**config.mk**
```make
export PLATFORM = sky130hd
export DESIGN_NAME = tetpd_ctrl
export DESIGN_NICKNAME = d
export VERILOG_FILES = /design/src/hdl/tetpd_pkg.sv /design/src/hdl/tetpd_ctrl.sv
export SDC_FILE = /design/constraint.sdc
export NUM_CORES = 1
export LEC_CHECK = 0
export BUFFER_PORTS_ARGS = -buffer_cell sky130_fd_sc_hd__buf_2
export CAP_MARGIN = 20
export CELL_PAD_IN_SITES_DETAIL_PLACEMENT = 1
export CELL_PAD_IN_SITES_GLOBAL_PLACEMENT = 2
export CORE_UTILIZATION = 27
export DETAILED_ROUTE_END_ITERATION = 8
export GPL_TIMING_DRIVEN = 0
export PLACE_DENSITY = 0.82
export SYNTH_ARGS = -nofsm -noshare
export SYNTH_HDL_FRONTEND = slang
export SYNTH_SLANG_ARGS = --single-unit
```
**constraint.sdc**
```tcl
create_clock -name i_clk -period 2.3 [get_ports i_clk]
set_clock_uncertainty 0.15 [all_clocks]
set_input_delay 0.46 -clock i_clk [delete_from_list [all_inputs] [get_ports i_clk]]
set_output_delay 0.46 -clock i_clk [all_outputs]
set_load 0.1 [all_outputs]
```
**src/hdl/tetpd_pkg.sv**
```systemverilog
`default_nettype none
package tetpd_pkg;
    typedef struct packed {
        logic signed [31:0] c_re;
        logic signed [31:0] c_im;
    } t_in;

    typedef struct packed {
        logic [1:0]  outcome;
        logic [15:0] count;
    } t_out;

    localparam logic [1:0] OUT_INSIDE    = 2'd0;
    localparam logic [1:0] OUT_ESCAPED   = 2'd1;
    localparam logic [1:0] OUT_PERIODIC  = 2'd2;
    localparam logic [1:0] OUT_UNDECIDED = 2'd3;

    localparam logic [1:0] CFG_MAX_ITER   = 2'd0;
    localparam logic [1:0] CFG_MAX_PERIOD = 2'd1;
    localparam logic [1:0] CFG_EPS_SQ     = 2'd2;

    typedef enum logic [3:0] {
        S_IDLE, S_DISC, S_INIT, S_SQ, S_CHK, S_P1, S_P2, S_P3, S_UPD,
        S_SCAN, S_SD, S_SQD, S_SCMP, S_DONE
    } t_state;

    // multiplier operand select
    typedef enum logic [3:0] {
        M_RR, M_II, M_AR, M_BI, M_AI, M_BR, M_RI, M_DD, M_DI
    } t_msel;

    typedef struct packed {
        logic       init;
        logic       mul_go;
        t_msel      msel;
        logic       upd;
        logic       sq_latch;
        logic       scan_load;
        logic       diff;
        logic       set_res;
        logic [1:0] res_code;
        logic       res_use_idx;
    } t_cmd;

    typedef struct packed {
        logic in_disc;
        logic cont;
        logic last_iter;
        logic scan_more;
        logic match;
        logic mul_done;
    } t_sts;
endpackage
`default_nettype wire

```
**src/hdl/tetpd_ctrl.sv**
```systemverilog
`default_nettype none
module tetpd_ctrl (
    input  wire               i_clk,
    input  wire               i_rst_n,
    input  wire               i_start,
    input  wire tetpd_pkg::t_sts i_sts,
    output tetpd_pkg::t_cmd   o_cmd,
    output logic              o_busy,
    output logic              o_done
);
    tetpd_pkg::t_state r_st, n_st;
    tetpd_pkg::t_msel  r_ms, n_ms;
    logic              r_go, n_go;

    // go is registered together with the select, so the operands match when go is seen
    always_ff @(posedge i_clk) begin
        if (!i_rst_n) begin
            r_st <= tetpd_pkg::S_IDLE;
            r_ms <= tetpd_pkg::M_RR;
            r_go <= 1'b0;
        end else begin
            r_st <= n_st;
            r_ms <= n_ms;
            r_go <= n_go;
        end
    end

    // next state; products step through the selects in order
    always_comb begin
        n_st = r_st;
        n_ms = r_ms;
        n_go = 1'b0;
        case (r_st)
            tetpd_pkg::S_IDLE: if (i_start) n_st = tetpd_pkg::S_DISC;
            tetpd_pkg::S_DISC: begin
                if (i_sts.in_disc) n_st = tetpd_pkg::S_DONE;
                else begin
                    n_st = tetpd_pkg::S_SQ; n_ms = tetpd_pkg::M_RR; n_go = 1'b1;
                end
            end
            tetpd_pkg::S_SQ: if (i_sts.mul_done) begin
                if (r_ms == tetpd_pkg::M_RR) begin
                    n_ms = tetpd_pkg::M_II; n_go = 1'b1;
                end else n_st = tetpd_pkg::S_CHK;
            end
            tetpd_pkg::S_CHK: begin
                if (i_sts.cont) begin
                    n_st = tetpd_pkg::S_P1; n_ms = tetpd_pkg::M_AR; n_go = 1'b1;
                end else if (!i_sts.last_iter) n_st = tetpd_pkg::S_DONE;
                else n_st = tetpd_pkg::S_SCAN;
            end
            tetpd_pkg::S_P1: if (i_sts.mul_done) begin
                n_go = 1'b1;
                case (r_ms)
                    tetpd_pkg::M_AR: n_ms = tetpd_pkg::M_BI;
                    tetpd_pkg::M_BI: n_ms = tetpd_pkg::M_AI;
                    tetpd_pkg::M_AI: n_ms = tetpd_pkg::M_BR;
                    tetpd_pkg::M_BR: n_ms = tetpd_pkg::M_RI;
                    default: begin n_go = 1'b0; n_st = tetpd_pkg::S_UPD; end
                endcase
            end
            tetpd_pkg::S_UPD: begin
                n_st = tetpd_pkg::S_SQ; n_ms = tetpd_pkg::M_RR; n_go = 1'b1;
            end
            tetpd_pkg::S_SCAN: begin
                if (i_sts.scan_more) n_st = tetpd_pkg::S_SD;
                else n_st = tetpd_pkg::S_DONE;
            end
            tetpd_pkg::S_SD: begin
                n_st = tetpd_pkg::S_SQD; n_ms = tetpd_pkg::M_DD; n_go = 1'b1;
            end
            tetpd_pkg::S_SQD: if (i_sts.mul_done) begin
                if (r_ms == tetpd_pkg::M_DD) begin
                    n_ms = tetpd_pkg::M_DI; n_go = 1'b1;
                end else n_st = tetpd_pkg::S_SCMP;
            end
            tetpd_pkg::S_SCMP: begin
                if (i_sts.match) n_st = tetpd_pkg::S_DONE;
                else n_st = tetpd_pkg::S_SCAN;
            end
            tetpd_pkg::S_DONE: n_st = tetpd_pkg::S_IDLE;
            default: n_st = tetpd_pkg::S_IDLE;
        endcase
    end

    // outputs
    always_comb begin
        o_cmd = '0;
        o_cmd.msel = r_ms;
        o_cmd.mul_go = r_go;
        o_cmd.init = (r_st == tetpd_pkg::S_IDLE);
        o_cmd.sq_latch = (r_st == tetpd_pkg::S_SQ);
        o_cmd.upd = (r_st == tetpd_pkg::S_UPD);
        o_cmd.diff = (r_st == tetpd_pkg::S_SD);
        o_cmd.scan_load = (r_st == tetpd_pkg::S_SCMP) && !i_sts.match;
        o_busy = (r_st != tetpd_pkg::S_IDLE);
        o_done = (r_st == tetpd_pkg::S_DONE);
        case (r_st)
            tetpd_pkg::S_DISC: if (i_sts.in_disc) begin
                o_cmd.set_res = 1'b1; o_cmd.res_code = tetpd_pkg::OUT_INSIDE;
            end
            tetpd_pkg::S_CHK: if (!i_sts.cont) begin
                o_cmd.set_res = 1'b1;
                o_cmd.res_code = i_sts.last_iter ? tetpd_pkg::OUT_UNDECIDED
                                                 : tetpd_pkg::OUT_ESCAPED;
            end
            tetpd_pkg::S_SCMP: if (i_sts.match) begin
                o_cmd.set_res = 1'b1; o_cmd.res_code = tetpd_pkg::OUT_PERIODIC;
                o_cmd.res_use_idx = 1'b1;
            end
            default: ;
        endcase
    end
endmodule
`default_nettype wire
```
# Yosys cells after proc, flatten, opt, wreduce, memory -nomap -nowiden
# Cells that the tools add are included.
dict set report word_totals {
  out_inout_bits 16
  reg_bits 9
  wordCells 77
}
dict set report op_classes {
  n_reduce_logical 10
  n_mux 37
  eq_ne 27
}
# cell n
set ops {}
lappend ops {{$mux 4} 17}
lappend ops {{$pmux 4 s10} 1}
lappend ops {{$pmux 4 s7} 1}
lappend ops {{$eq 4x4->1 const B} 6}
lappend ops {{$eq 4x3->1 const B} 5}
lappend ops {{$ne 2x2->1 const B} 10}
lappend ops {{$pmux 4 s4} 1}
lappend ops {{$mux 3} 5}
lappend ops {{$eq 4x2->1 const B} 3}
lappend ops {{$mux 1} 9}
lappend ops {{$pmux 3 s3} 1}
lappend ops {{$reduce_and 9->1} 1}
lappend ops {{$logic_not 4->1} 2}
lappend ops {{$reduce_and 7->1} 1}
lappend ops {{$reduce_bool 7->1} 1}
lappend ops {{$pmux 1 s6} 1}
lappend ops {{$ne 5x5->1 const B} 1}
lappend ops {{$eq 4x1->1 const B} 1}
lappend ops {{$reduce_bool 4->1} 1}
lappend ops {{$reduce_or 4->1} 1}
lappend ops {{$mux 2} 1}
lappend ops {{$ne 2x1->1 const B} 1}
lappend ops {{$reduce_or 2->1} 1}
lappend ops {{$logic_and 1x1->1} 1}
lappend ops {{$logic_not 1->1} 1}

# Longest topological paths before layout
# Gate-level depths: netlist of the first run.
dict set report depth {
  word_depth 5
  mapped_depth 7
  depth_no_buf 5
}

# Worst setup path after synthesis of the first run
# OpenSTA, ideal clock, no wires.
dict set report synth_timing {
  path_type {register -> output}
  from {register r_st[3]}
  to {output o_cmd[3] in the netlist's numbering}
  path_stages_with_launch 5
  arrival_time_ns 3.041
  required_time_ns 1.690
  slack_ns -1.351
  path_cell_list {dfxtp_1 > buf_2 > buf_1 > nand2_1 > o21ai_0}
}
# item line
set synth_lines {}
lappend synth_lines {{start, declared} tetpd_ctrl.sv:11} ;# tetpd_pkg::t_state r_st, n_st;
lappend synth_lines {{start signal, assigned} tetpd_ctrl.sv:18} ;# r_st <= tetpd_pkg::S_IDLE;
lappend synth_lines {{start signal, assigned} tetpd_ctrl.sv:22} ;# r_st <= n_st;
lappend synth_lines {{end, declared} tetpd_ctrl.sv:7} ;# output tetpd_pkg::t_cmd o_cmd,

# Worst setup path in the final report of the first run
dict set report layout_timing {
  from {register r_st[2]}
  to {output o_busy}
}
dict set report layout_between {
  elab_chain_len 1
}
# item line
set layout_rtl {}
lappend layout_rtl {{$reduce_bool 4->1} tetpd_ctrl.sv:96} ;# o_busy = (r_st != tetpd_pkg::S_IDLE);
lappend layout_rtl {{end, declared} tetpd_ctrl.sv:8} ;# output logic o_busy,
# Every way passes these cells.

==> summary.md, run 1 <==
| Metric | Value |
|---|---|
| FF+latch count, synth | `9` |
| Largest fanout on the critical path | `10` |
| Final hold vios | `0` |
| CP Data Arrival Time | `1.62 ns` |
| Cell variety after synth | `between 40 and 50` |
| Diode count | `0` |
| Clk sinks | `9` |
| Drt initial violations | `36` |
| Placer Congestion | `roughly 0.75` |
| Final setup viols | `0` |
| Relative slew slack | `0.677` |
| Antenna viol nets, final | `0` |
| Residual DRC count | `0` |
| Initial core utilization | `0.286` |
| Die Y | `around 60 µm` |
| Worst skew pair latency | `0.27 ns` |
| Share of post-route cells with drive strength above 1 | `0.391` |
| Port Buffer Count | `24` |
| CTS tree | `built` |
| Layout area overhead | `38.3%` |
| Post-synthesis sequential area ratio | `0.206` |
| First-pass GRT wire length | `4.76 mm` |
| GR Util All Layers | `0.184` |
| Final net count | `between 150 and 200` |
| Wirelength, routed | `around 2.8 mm` |
| Die span in x | `approximately 59 µm` |
| Final Non-Filler Cells | `between 150 and 200` |
| Worst Hold Class | `primary input to flip-flop` |
| Syn avg cell area | `slightly above 7 µm²` |
| Clk slew on worst S/H paths | `~0.060 ns` |
| Standard-cell rows | `20` |
| Most frequent cells after synthesis | `nor2_1, dfxtp_1, o21ai_0` |
| Synthesized Nets | `133` |
| Largest net degree at the start of global routing | `11` |
| Io pins | `25` |
| Critical setup path kind | `flip-flop to output pin` |
| Crit share post-route | `0.972` |
| CP most frequent cell | `buf_2` |
| Footprint of the multi-input gates | `663 µm²` |
| Hold WS | `0.367 ns` |
| CP Launch Type | `flip-flop` |
| Total CTS buffers | `3` |
| Postcts setup bufs | `0` |
| Area leader, netlist | `dfxtp_1` |
| Fill cells | `between 300 and 400` |
| Router iterations before antenna repair | `4` |
| Slowest-stage cell, CP | `or4_4` |
| Slowest stage delay, CP | `about 0.57 ns` |
| Most frequent cell after synthesis | `nor2_1` |
| Crit path capture type | `output pin` |
| Initial antenna violation count | `0` |
| Tightest Pin Transition | `0.488 ns` |
| Final design utilization | `0.395` |
| DR vias/cell | `~5.3` |
| Die area | `0.00347 mm²` |
| Mapped cell area | `873 µm²` |
| Main synth FF type | `dfxtp_1` |
| Critical path required time | `1.69 ns` |
| Post-synth top area share | `0.206` |
| Status | `finished, final reports clean` |
| Critical Path Source | `r_st[2]` |
| Slew Limit Fails | `0` |
| Seq. cell area | `between 150 and 200 µm²` |
| Ys Warns | `0` |
| Worst-path cell chain | `buf_2, or4_4, buf_2` |
| Unrepaired setup endpoints after global routing | `false` |
| Async S/R FF share, synth | `0` |
| Clock buffer depth | `2` |
| Ranking of synthesized cells by area | `dfxtp_1, nand2b_1, o21ai_0, nor2_1, a21oi_1` |
| Post-synth EDFFs | `0` |
| H-tree depth | `1` |
| DR WL/cell | `between 10 and 15 µm` |
| GR Overflow Total | `0` |
| Vias | `1,026` |
| Crit path time final | `2.23 ns` |
| HPWL Detailed | `about 2.2 mm` |
| Hold_sp | `i_rst_n` |
| Vias in the first global route | `around 1,100` |
| CTS root buf | `clkbuf_4` |
| Fmax achieved | `between 400 and 500 MHz` |
| Placed insts | `between 150 and 200` |
| Number of max-cap violations | `0` |
| Syn Inst Count | `roughly 120` |
| Reg2reg start | `r_st[0]` |
| Core ar. | `slightly above 0.003 mm²` |
[what timing repair did]
item | CTS | global route
setup endpoints to repair | 11 | 9
hold buffers | 0 | 0
resized for setup | 14 | 20
[sequential cells by signal, summed over array words and instances, names as in the netlist]
name and count:
r_ms 4, r_st 4, r_go 1
[kinds of logic after synthesis]
logic type,count (synthesis),synth area share
AND/OR/NAND/NOR,55,0.364
multiplexers,3,0.0344
flip-flops,9,0.206
XOR/XNOR,1,0.0100
AO/OA/AOI/OAI,38,0.295
buffers and inverters,18,0.0903
[worst max-delay path, delay by kind of cell, from the launching register on]
family / cells / cell delay [ns]
AND/OR/NAND/NOR: 1 / 0.57
buffers and inverters: 2 / 0.50
flip-flops: 1 / 0.30
[metal layers]
metal	up-vias	wire length, µm	track usage
met5	-	0	0
met3	2	131	0.0462
met4	0	9	0.0408
met1	495	1320	0.216
li1	503	-	-
met2	26	1370	0.333
[path summary, 6_finish.rpt]
check | endpoint | slack [ns] | cells after the start
max | o_busy | 0.07 | 3
min | r_ms[3] | 0.37 | 3
max reg2reg | r_ms[2] | 0.43 | 5
min reg2reg | r_ms[3] | 0.40 | 2
[per-stage QoR]
step | setup TNS (ns) | instance area, µm² | setup WS (ns)
2_1_floorplan | -1.33 | 917 | -0.304
3_3_place_gp | -0.508 | 1090 | -0.145
3_5_place_dp | -0.698 | 1090 | -0.199
4_1_cts | 0 | 1150 | 0.00634
5_1_grt | 0 | 1210 | 0.00992
6_report | 0 | 1210 | 0.0652
[layout by cell type, fill, tap and decap left out, types with 2 or more instances in the layout]
cell	instances
buf_2	19
o21ai_1	2
o21ai_2	2
nor3_2	2
nor3b_1	2
nor2_2	3
o21ai_0	8
nor2_1	9
nand2_1	8
dfxtp_2	4
inv_1	6
a211o_1	2
buf_4	3
nand3_1	2
o31ai_1	3
nand2b_1	7
and3b_1	2
mux2i_1	3
a21oi_1	7
and3_1	2
nand3b_1	3
a221o_1	2
clkbuf_4	6
dfxtp_1	5
a311oi_1	2
nor3_1	3
buf_6	6
[layout make-up]
class	instances	area share
multi-input combinational	97	0.549
sequential	9	0.153
timing repair buffer	24	0.150
buffer	10	0.0549
tap	44	0.0456
inverter	7	0.0249
clock buffer	4	0.0218
Power of run 1 is left out: the tool's default activity adds up to more than one toggle a clock period on the data nets, which glitch-free logic cannot reach.
==> run 2, diff against run 1 <==
--- a/config.mk
+++ b/config.mk
@@ -13,6 +13,7 @@
 export DETAILED_ROUTE_END_ITERATION = 8
 export GPL_TIMING_DRIVEN = 0
 export PLACE_DENSITY = 0.82
+export SLEW_MARGIN = 20
 export SYNTH_ARGS = -nofsm -noshare
 export SYNTH_HDL_FRONTEND = slang
 export SYNTH_SLANG_ARGS = --single-unit
==> constraint.sdc (replaced) <==
create_clock -name i_clk -period 2.3 [get_ports i_clk]
set_clock_uncertainty 0.15 [all_clocks]
set_input_delay 0.345 -clock i_clk [delete_from_list [all_inputs] [get_ports i_clk]]
set_output_delay 0.345 -clock i_clk [all_outputs]
set_load 0.1 [all_outputs]
==> summary.md, run 2 (same netlist as run 1, synthesis figures left out) <==
| Metric | Value |
|---|---|
| Seq. cell area | `183 µm² (-1.4%)` |
| CP bufs+invs | `3 (+1)` |
| Standard-cell rows | `20 (unchanged)` |
| Relative slew slack | `0.678 (+0.00120)` |
| Status | `finished, final reports clean` |
| Total CTS buffers | `3 (unchanged)` |
| Vias in the first global route | `1,039 (-1.4%)` |
| Die span in x | `58.9 µm (unchanged)` |
| Die area | `0.00347 mm² (unchanged)` |
| Slowest stage delay, CP | `0.57 ns (about the same)` |
| Final setup viols | `0 (unchanged)` |
| Top Registers | `r_ms: 4 flops, r_st: 4 flops, r_go: 1 flops` |
| CTS tree | `built` |
| Critical path's top delay family | `simple AND/OR/NAND/NOR gates` |
| Final Non-Filler Cells | `195 (unchanged)` |
| Commonest non-fill, non-tap cell in the layout | `buf_2` |
| Placed insts | `192 (unchanged)` |
| Footprint of the multi-input gates | `652 µm² (-1.7%)` |
| DR vias/cell | `5.31 (+0.97%)` |
| H-tree depth | `1 (unchanged)` |
| Tightest Pin Transition | `0.483 ns (-0.00515 ns)` |
| Clk slew on worst S/H paths | `0.06 ns (about the same)` |
| Crit share post-route | `0.957 (-0.0144)` |
| CTS root buf | `clkbuf_4` |
| Antenna viol nets, final | `0 (unchanged)` |
| Worst skew pair latency | `0.27 ns (about the same)` |
| GR Overflow Total | `0 (unchanged)` |
| Worst Hold Class | `primary input to flip-flop` |
| Slew Limit Fails | `0 (unchanged)` |
| Number of max-cap violations | `0 (unchanged)` |
| Diode count | `0 (unchanged)` |
| Drt initial violations | `24 (-33%)` |
| Clock buffer depth | `2 (unchanged)` |
| Initial antenna violation count | `0 (unchanged)` |
| CP Launch Type | `flip-flop` |
| Placer Congestion | `0.754 (unchanged)` |
| DR WL/cell | `14.5 µm (-0.28%)` |
| Vias | `1,036 (+0.97%)` |
| Port Buffer Count | `24 (unchanged)` |
| Commonest cells after routing, fill and taps aside | `buf_2, clkbuf_4, nor2_1` |
| Clk sinks | `9 (unchanged)` |
| Initial core utilization | `0.286 (unchanged)` |
| Io pins | `25 (unchanged)` |
| Largest net degree at the start of global routing | `11 (unchanged)` |
| Largest fanout on the critical path | `10 (unchanged)` |
| Critical path required time | `1.80 ns (+0.11 ns)` |
| Fill cells | `397 (-0.25%)` |
| First-pass GRT wire length | `4.66 mm (-2.2%)` |
| Core ar. | `0.00305 mm² (unchanged)` |
| Crit path time final | `2.20 ns (-0.0330 ns)` |
| HPWL Detailed | `2.16 mm (unchanged)` |
| Final hold vios | `0 (unchanged)` |
| Router iterations before antenna repair | `2 (-2)` |
| Layout area overhead | `33.2%` |
| Slowest-stage cell, CP | `or4_4` |
| Final net count | `161 (unchanged)` |
| Die Y | `58.9 µm (unchanged)` |
| Residual DRC count | `0 (unchanged)` |
| CP Data Arrival Time | `1.71 ns (+0.09 ns)` |
| Final design utilization | `0.381 (-0.0143)` |
| CTS Hold Bufs | `0 (unchanged)` |
| Wirelength, routed | `2.82 mm (-0.28%)` |
| GR Util All Layers | `0.179 (-0.00459)` |
| Share of post-route cells with drive strength above 1 | `0.358 (-0.0331)` |
| Fmax achieved | `454 MHz (+1.5%)` |
| Critical setup path kind | `flip-flop to output pin` |
| Worst-path cell chain | `buf_2, or4_4, clkinvlp_4, clkbuf_4` |
| Crit path capture type | `output pin` |
## run 2: repair_timing
item,CTS,global route
buffers inserted,0,0
resized for setup,6,13
endpoints found under the setup margin,8,7
## run 2: layout make-up
cell class                 count  share of cell area
inverter                       7              0.0258
multi-input combinational     97               0.560
buffer                        10              0.0527
timing repair buffer          24               0.134
sequential                     9               0.157
tap                           44              0.0473
clock buffer                   4              0.0226
## run 2: layer usage
metal,share of wire,global-route usage
met1,0.46,0.215
met2,0.48,0.318
met3,0.045,0.0462
met4,0.010,0.0408
met5,0,0
## run 2: path summary, 6_finish.rpt
path              startpoint        end  slack, ns  depth (start not counted)
setup / recovery     r_st[2]  o_cmd[13]        0.1                          4
hold / removal       i_rst_n    r_ms[3]       0.25                          3
setup reg to reg     r_st[2]    r_ms[2]       0.40                          6
hold reg to reg      r_ms[3]    r_ms[3]       0.40                          2
## run 2: stage by stage
step | hold WS (ns) | area, µm² | setup WS, ns | TNS, ns
5_1_grt | 0.239 | 1160 | -0.0324 | -0.0555
2_1_floorplan | 0.342 | 917 | -0.189 | -0.636
4_1_cts | 0.247 | 1130 | 0.00432 | 0
6_report | 0.251 | 1160 | 0.0982 | 0
3_5_place_dp | 0.403 | 1090 | -0.0845 | -0.238
3_3_place_gp | 0.393 | 1090 | -0.0303 | -0.0706
## run 2: worst reg2reg max path: cells and delay by family, from the launching register on
family                 cells  cell delay [ns]
AOI/OAI and AO/OA          3             0.67
and+or+nand+nor            2             0.48
DFF                        1             0.31
buffers and inverters      1             0.21
Power of run 2 is left out for the same reason.
==> run 3, diff against run 2 <==
--- a/config.mk
+++ b/config.mk
@@ -5,13 +5,14 @@
 export SDC_FILE = /design/constraint.sdc
 export NUM_CORES = 1
 export LEC_CHECK = 0
-export BUFFER_PORTS_ARGS = -buffer_cell sky130_fd_sc_hd__buf_2
+export BUFFER_PORTS_ARGS = -buffer_cell sky130_fd_sc_hd__buf_4
 export CAP_MARGIN = 20
 export CELL_PAD_IN_SITES_DETAIL_PLACEMENT = 1
 export CELL_PAD_IN_SITES_GLOBAL_PLACEMENT = 2
 export CORE_UTILIZATION = 27
 export DETAILED_ROUTE_END_ITERATION = 8
 export GPL_TIMING_DRIVEN = 0
+export HOLD_SLACK_MARGIN = 0.03
 export PLACE_DENSITY = 0.82
 export SLEW_MARGIN = 20
 export SYNTH_ARGS = -nofsm -noshare
==> summary.md, run 3 (same netlist as run 1, synthesis figures left out) <==
| Metric | Value |
|---|---|
| Router iterations before antenna repair | `4 (+2)` |
| Reg2Reg Depth | `6 (unchanged)` |
| Placer Congestion | `0.799 (+6.0%)` |
| Clk slew on worst S/H paths | `0.06 ns (about the same)` |
| Wirelength, routed | `2.83 mm (+0.35%)` |
| Hold WS | `0.241 ns (-0.0102 ns)` |
| Antenna viol nets, final | `0 (unchanged)` |
| H-tree depth | `1 (unchanged)` |
| Top Registers | `r_ms: 4 flops, r_st: 4 flops, r_go: 1 flops` |
| Hold path cells | `3 (unchanged)` |
| Final setup viols | `0 (unchanged)` |
| CP Data Arrival Time | `1.68 ns (-0.03 ns)` |
| Residual DRC count | `0 (unchanged)` |
| Setup TNS | `0 ns (unchanged)` |
| Worst Hold Class | `primary input to flip-flop` |
| Worst Hold End | `r_st[3]` |
| Tightest Pin Transition | `0.483 ns (+0.000274 ns)` |
| CTS resizes | `1 (-5)` |
| Layout area overhead | `35.5%` |
| Footprint of the multi-input gates | `652 µm² (unchanged)` |
| First-pass GRT wire length | `4.64 mm (-0.45%)` |
| Slowest-stage cell, CP | `o21ai_1` |
| Worst-path cell chain | `buf_2, and3b_1, o21ai_1, o21ai_2, buf_4` |
| Seq. cell area | `183 µm² (unchanged)` |
| Total CTS buffers | `3 (unchanged)` |
| Worst skew pair latency | `0.26 ns (about the same)` |
| DR vias/cell | `5.30 (-0.26%)` |
| Unrepaired setup endpoints after global routing | `false` |
| Status | `finished, final reports clean` |
| Initial core utilization | `0.286 (unchanged)` |
| Die Y | `58.9 µm (unchanged)` |
| CP Launch Type | `flip-flop` |
| CTS root buf | `clkbuf_4` |
| Hold_sp | `i_rst_n` |
| Number of max-cap violations | `0 (unchanged)` |
| Commonest non-fill, non-tap cell in the layout | `buf_4` |
| Clock buffer depth | `2 (unchanged)` |
| Final design utilization | `0.388 (+0.00656)` |
| Standard-cell rows | `20 (unchanged)` |
| Crit share post-route | `0.944 (-0.0132)` |
| Initial antenna violation count | `0 (unchanged)` |
| Drt initial violations | `19 (-21%)` |
| Largest fanout on the critical path | `10 (unchanged)` |
| Die span in x | `58.9 µm (unchanged)` |
| Final net count | `160 (-0.62%)` |
| Critical path required time | `1.80 ns (about the same)` |
| Crit path capture type | `output pin` |
| Die area | `0.00347 mm² (unchanged)` |
| DR WL/cell | `14.6 µm (+0.87%)` |
| Vias | `1,028 (-0.77%)` |
| Relative slew slack | `0.678 (about the same)` |
| HPWL Detailed | `2.27 mm (+4.8%)` |
| Core ar. | `0.00305 mm² (unchanged)` |
| Postcts setup bufs | `0 (unchanged)` |
| CTS tree | `built` |
| GR Overflow Total | `0 (unchanged)` |
| Slew Limit Fails | `0 (unchanged)` |
| Critical setup path kind | `flip-flop to output pin` |
| CTS Hold Bufs | `0 (unchanged)` |
| Slowest stage delay, CP | `0.35 ns (-0.22 ns)` |
| Crit path time final | `2.17 ns (-0.0303 ns)` |
| Commonest cells after routing, fill and taps aside | `buf_4, nor2_1, nand2b_1, nand2_1, o21ai_0` |
| Clk sinks | `9 (unchanged)` |
| Final hold vios | `0 (unchanged)` |
| Fill cells | `397 (unchanged)` |
| Fmax achieved | `461 MHz (+1.4%)` |
| Port Buffer Count | `24 (unchanged)` |
| Io pins | `25 (unchanged)` |
| Reg2reg setup slack | `0.36 ns (-0.04 ns)` |
| Reg2reg start | `r_st[2]` |
| Worst reg2reg endpoint | `r_ms[0]` |
| Diode count | `0 (unchanged)` |
| Largest net degree at the start of global routing | `20 (+9)` |
| Share of post-route cells with drive strength above 1 | `0.353 (-0.00428)` |
| Vias in the first global route | `1,008 (-3.0%)` |
| GR Util All Layers | `0.182 (+0.00322)` |
[run 3: cell count changes in the layout (fill, tap and decap cells not counted)]
cell,before,now
buf_2,21,4
buf_4,2,24
buf_6,3,1
buf_8,1,0
clkbuf_4,9,6
[run 3: worst max-delay path by stage]
stage | slack (ns) | from | to | depth (start not counted)
after CTS | 0.04 | r_st[1] | o_cmd[4] | 5
final | 0.13 | r_st[2] | o_cmd[3] | 5
after global placement | 0.09 | r_st[3] | o_cmd[2] | 5
after global routing | 0.003 | r_st[0] | o_cmd[3] | 4
after detailed placement | 0.07 | r_st[3] | o_cmd[2] | 5
after floorplan | -0.19 | r_st[0] | o_cmd[1] | 4
[run 3: cell type report]
| class | instances | share of cell area |
|---|---|---|
| well taps | 44 | 0.0465 |
| clock buffers | 4 | 0.0222 |
| multi-input cells | 97 | 0.551 |
| repair buffers | 24 | 0.155 |
| flip-flops and latches | 9 | 0.154 |
| plain buffers | 9 | 0.0455 |
| inverters | 7 | 0.0254 |
[run 3: metrics by stage]
stage	area, µm²	setup WS [ns]	cells
floorplan	917	-0.189	124
global placement	1150	0.0918	192
detailed placement	1150	0.0686	192
CTS	1170	0.0440	194
global route	1180	0.00281	194
finish	1180	0.129	194
[run 3: worst max-delay path: cells and delay by family (launching register included)]
kind / cells / cell delay, ns
buffers and inverters: 2 / 0.44
AO/OA/AOI/OAI: 2 / 0.44
AND/OR/NAND/NOR: 1 / 0.20
flip-flops: 1 / 0.33
[run 3: per-layer routing]
layer / track usage / share of wire / up-vias
met5: 0 / 0 / -
met4: 0.0442 / 0.0053 / 0
met3: 0.0484 / 0.050 / 2
met2: 0.328 / 0.52 / 30
met1: 0.214 / 0.42 / 494
li1: - / - / 502
Power of run 3 is left out for the same reason.
